$ cat config.mk
export PLATFORM = sky130hd
export DESIGN_NAME = tsc_ram
export DESIGN_NICKNAME = d
export VERILOG_FILES = /design/src/sv/tsc_ram.sv
export SDC_FILE = /design/constraint.sdc
export NUM_CORES = 2
export LEC_CHECK = 0
export BUFFER_PORTS_ARGS = -buffer_cell sky130_fd_sc_hd__buf_4
export CORE_ASPECT_RATIO = 1.25
export CORE_MARGIN = 1
export CORE_UTILIZATION = 55
export DETAILED_ROUTE_END_ITERATION = 10
export HOLD_SLACK_MARGIN = 0.05
export PLACE_DENSITY = 0.81
export SETUP_SLACK_MARGIN = 0.2
export SLEW_MARGIN = 20
export SYNTH_ARGS = -nofsm -noshare
export SYNTH_HDL_FRONTEND = slang
export SYNTH_SLANG_ARGS = --single-unit
$ cat constraint.sdc
create_clock -name i_clk -period 2.2 [get_ports i_clk]
set_input_delay 0.22 -clock i_clk [delete_from_list [all_inputs] [get_ports i_clk]]
set_output_delay 0.22 -clock i_clk [all_outputs]
set_load 0.05 [all_outputs]
$ cat src/sv/tsc_ram.sv
`timescale 1ns / 1ps
// ----------------------------------------------------------------------------
// tsc_ram
// Generic single-write, single-read memory with registered read data.
// ----------------------------------------------------------------------------
module tsc_ram #(
    parameter int WIDTH = 8,
    parameter int DEPTH = 256
) (
    input  logic                     i_clk,
    input  logic                     i_we,
    input  logic [$clog2(DEPTH)-1:0] i_waddr,
    input  logic [WIDTH-1:0]         i_wdata,
    input  logic [$clog2(DEPTH)-1:0] i_raddr,
    output logic [WIDTH-1:0]         o_rdata
);

    logic [WIDTH-1:0] r_mem [DEPTH];

    // write port and registered read port
    always_ff @(posedge i_clk) begin
        if (i_we) begin
            r_mem[i_waddr] <= i_wdata;
        end
        o_rdata <= r_mem[i_raddr];
    end

endmodule

==> summary.md <==
| Metric | Value |
|---|---|
| Tmin final | 2.336 ns |
| Crit path cell chain | mux4_2 -> mux4_2 -> nor2b_1 -> nor4_1 -> buf_4 -> nor4_2 |
| Post-synthesis cell type count | 55 |
| Clk_skew | 0.03099 ns |
| Drt total wl | 210600 µm |
| Hold Crit Endpoint | r_mem[31][5] |
| Die area | 146200 µm² |
| CP bufs+invs | 1 |
| Flop2flop setup slack | -0.14 ns |
| Die Ht | 427.2 µm |
| Crit. Startpoint | r_mem[83][2] |
| Clock Path Buffers | 3 |
| Grt ovf | 0 |
| Via-to-Cell Ratio | 6.715 |
| Worst reg-to-reg path cell count | 6 |
| Slew HR | 30.31% |
| Biggest area consumer among synthesized cells | edfxtp_1 |
| CP Depth | 6 |
| # setup viols final | 7 |
| Worst path max stage delay | 0.54 ns |
| I/O Buffers | 33 |
| RePlAce Congestion | 0.9142 |
| #FFs+latches synth | 2056 |
| Ys async rst share | 0% |
| Outcome | finished with violations |
| Clock Latency Late Sink | 0.83 ns |
| Total CTS buffers | 178 |
| Syn Nets | 3759 |
| First-pass detailed-route iteration total | 11 |
| Area contributors post-synth | edfxtp_1, mux4_2, mux2i_1 |
| WL/cell | 32.77 µm |
| Post-Place Cells | 6072 |
| # nets final | 4413 |
| Top Family by Delay on Critical Path | multiplexers |
| Fmax | 428.0 MHz |
| Initial Utilization | 55.59% |
| Startpoint Class | flip-flop |
| Core area | 143100 µm² |
| Share of layout cells above drive strength 1 | 32.99% |
| Yosys warns | 0 |
| CTS tree | built |
| Row count | 155 |
| Layout area overhead | 16.91% |
| Mapped cell area | 79560 µm² |
| Peak VDD IR | 0.7168 mV |
| Reg2reg end | o_rdata[2] |
| Sequential fraction of the synthesis area | 77.50% |
| Top-area cell type share of the netlist area | 77.30% |
| Die Wd | 342.2 µm |
| IO Count | 34 |
| Hold_sp | i_waddr[7] |
| Critical path capture point type | flip-flop |
| Worst Setup Slack, final | -0.1364 ns |
| Clock Tree Root | clkbuf_16 |
| Total power | 78.61 mW |
| CP most frequent cell | mux4_2 |
| Post-synth EDFFs | 2048 |
| Slowest cell on crit path | mux4_2 |
| H-tree depth | 4 |
| Setup slack at placement | -1.030 ns |
| Clock sink count | 2056 |
| Beginning of the worst register-to-register path | r_mem[83][2] |
| Top FF cell, synth | edfxtp_1 |
| Synth Instances | 3733 |
| Crit-path max FO | 1 |
| RSZ-0062 raised after global routing | yes |
| Vias in the first global route | 43812 |
| HP Class | in -> reg |
| Failing checks | design-rule violations, negative setup slack |
| Mean Syn Cell Area | 21.31 µm² |
| DP Area | 86680 µm² |
| Pwr dens | 845.1 nW/µm² |
| Worst slew pin tran | 1.045 ns |
| Clock-pin slew on the worst setup and hold paths | 0.07 ns |
| DRC | 15 |
| Final HPWL DP | 127100 µm |
| MaxCap Viol Count | 0 |
| Iteration-0 DRC Markers | 6008 |
| Most frequent cells in the layout | edfxtp_1, buf_4, mux4_2 |
| Commonest non-fill, non-tap cell in the layout | edfxtp_1 |
| Largest net degree at the start of global routing | 93 |
| Max Slew Vio Count | 0 |
| Lkg Pwr | 30.01 nW |
| DRT antenna net count | 0 |
| Via Count | 43150 |
| Initial antenna violation count | 8 |
| First-pass GRT wire length | 300100 µm |
| Critical Path RT | 2.89 ns |
| Crit share post-route | 106.2% |
| Setup_tns | -0.5611 ns |
| Final hold violations | 0 |
| Hold path depth | 4 |
| Layout Cells excl Fill | 6426 |
| CP Class | reg -> reg |
| Data arrival, critical path | 3.03 ns |
| Design Area, Final | 93010 µm² |
| Global-route usage over all layers | 28.83% |
[cell type report]
class	count	area, µm²
clock buffer	221	4616
multi-input combinational	1442	17030
antenna	4	10.01
tap	1884	2357
clock inverter	110	1012
sequential	2056	61660
timing repair buffer	707	6319
inverter	2	7.507
fill	8567	50110
[stage by stage]
stage | hold WS, ns | util, %
6_report | 0.1471 | 64.99
5_1_grt | 0.1155 | 64.98
4_1_cts | 0.05752 | 64.79
3_5_place_dp | 0.6496 | 60.56
3_3_place_gp | 0.6455 | 60.56
2_1_floorplan | 0.3189 | -
[state kept, by name, summed over array words and instances (netlist names)]
signal,count
r_mem,2048
o_rdata,8
[worst reg2reg max path: stages, from the launching register on]
cell	delay [ns]
edfxtp_1	0.37
mux4_2	0.50
mux4_2	0.54
nor2b_1	0.17
nor4_1	0.35
buf_4	0.22
nor4_2	0.05
[kinds of logic (layout without fill, tap and decap cells)]
family	after synthesis	in the layout	synth area share (%)
flops	2056	2056	77.50
mux	591	591	14.62
simple gates	466	466	2.628
compound gates	385	385	3.419
buf+inv	235	1040	1.831
other cells	0	4	0
[worst max-delay path by stage]
stage	endpoint	slack, ns
6_report	o_rdata[2]	-0.14
5_1_grt	o_rdata[0]	-0.17
4_1_cts	o_rdata[0]	-0.18
3_5_place_dp	o_rdata[7]	-1.03
3_3_place_gp	o_rdata[7]	-1.08
2_1_floorplan	o_rdata[0]	0.16
[cells in the mapped netlist (all sizes together), types with 22 or more instances]
| library cell | n |
|---|---|
| buf | 122 |
| nand3 | 34 |
| a22oi | 133 |
| a21oi | 96 |
| edfxtp | 2048 |
| nor2b | 31 |
| o221ai | 47 |
| nor2 | 282 |
| mux4 | 456 |
| clkbuf | 111 |
| nand2 | 33 |
| o22ai | 28 |
| mux2i | 134 |
| nor3 | 22 |
| nor4 | 27 |
[layer usage]
| metal | routed length [µm] | vias to the layer above | GRT usage, % |
|---|---|---|---|
| li1 | - | 16965 | - |
| met1 | 67460 | 22046 | 34.40 |
| met2 | 107000 | 3449 | 48.46 |
| met3 | 22430 | 682 | 6.401 |
| met4 | 13670 | 8 | 16.67 |
| met5 | 55 | - | 0 |
[report_power, final]
group,switching [mW],internal (mW)
Sequential,0.0692,43.2
Clock,14.1,16.5
Combinational,2.90,1.88
Total,17.1,61.5
[timing repair]
action / 4_1_cts / 5_1_grt
pin swaps: 20 / 18
endpoints found under the hold margin: 442 / 0
gates cloned: 0 / 0
buffers inserted: 0 / 8
endpoints found under the setup margin: 8 / 14
hold buffers: 11 / 0
gates resized for setup: 52 / 36
(Power assumes the default switching activity.)
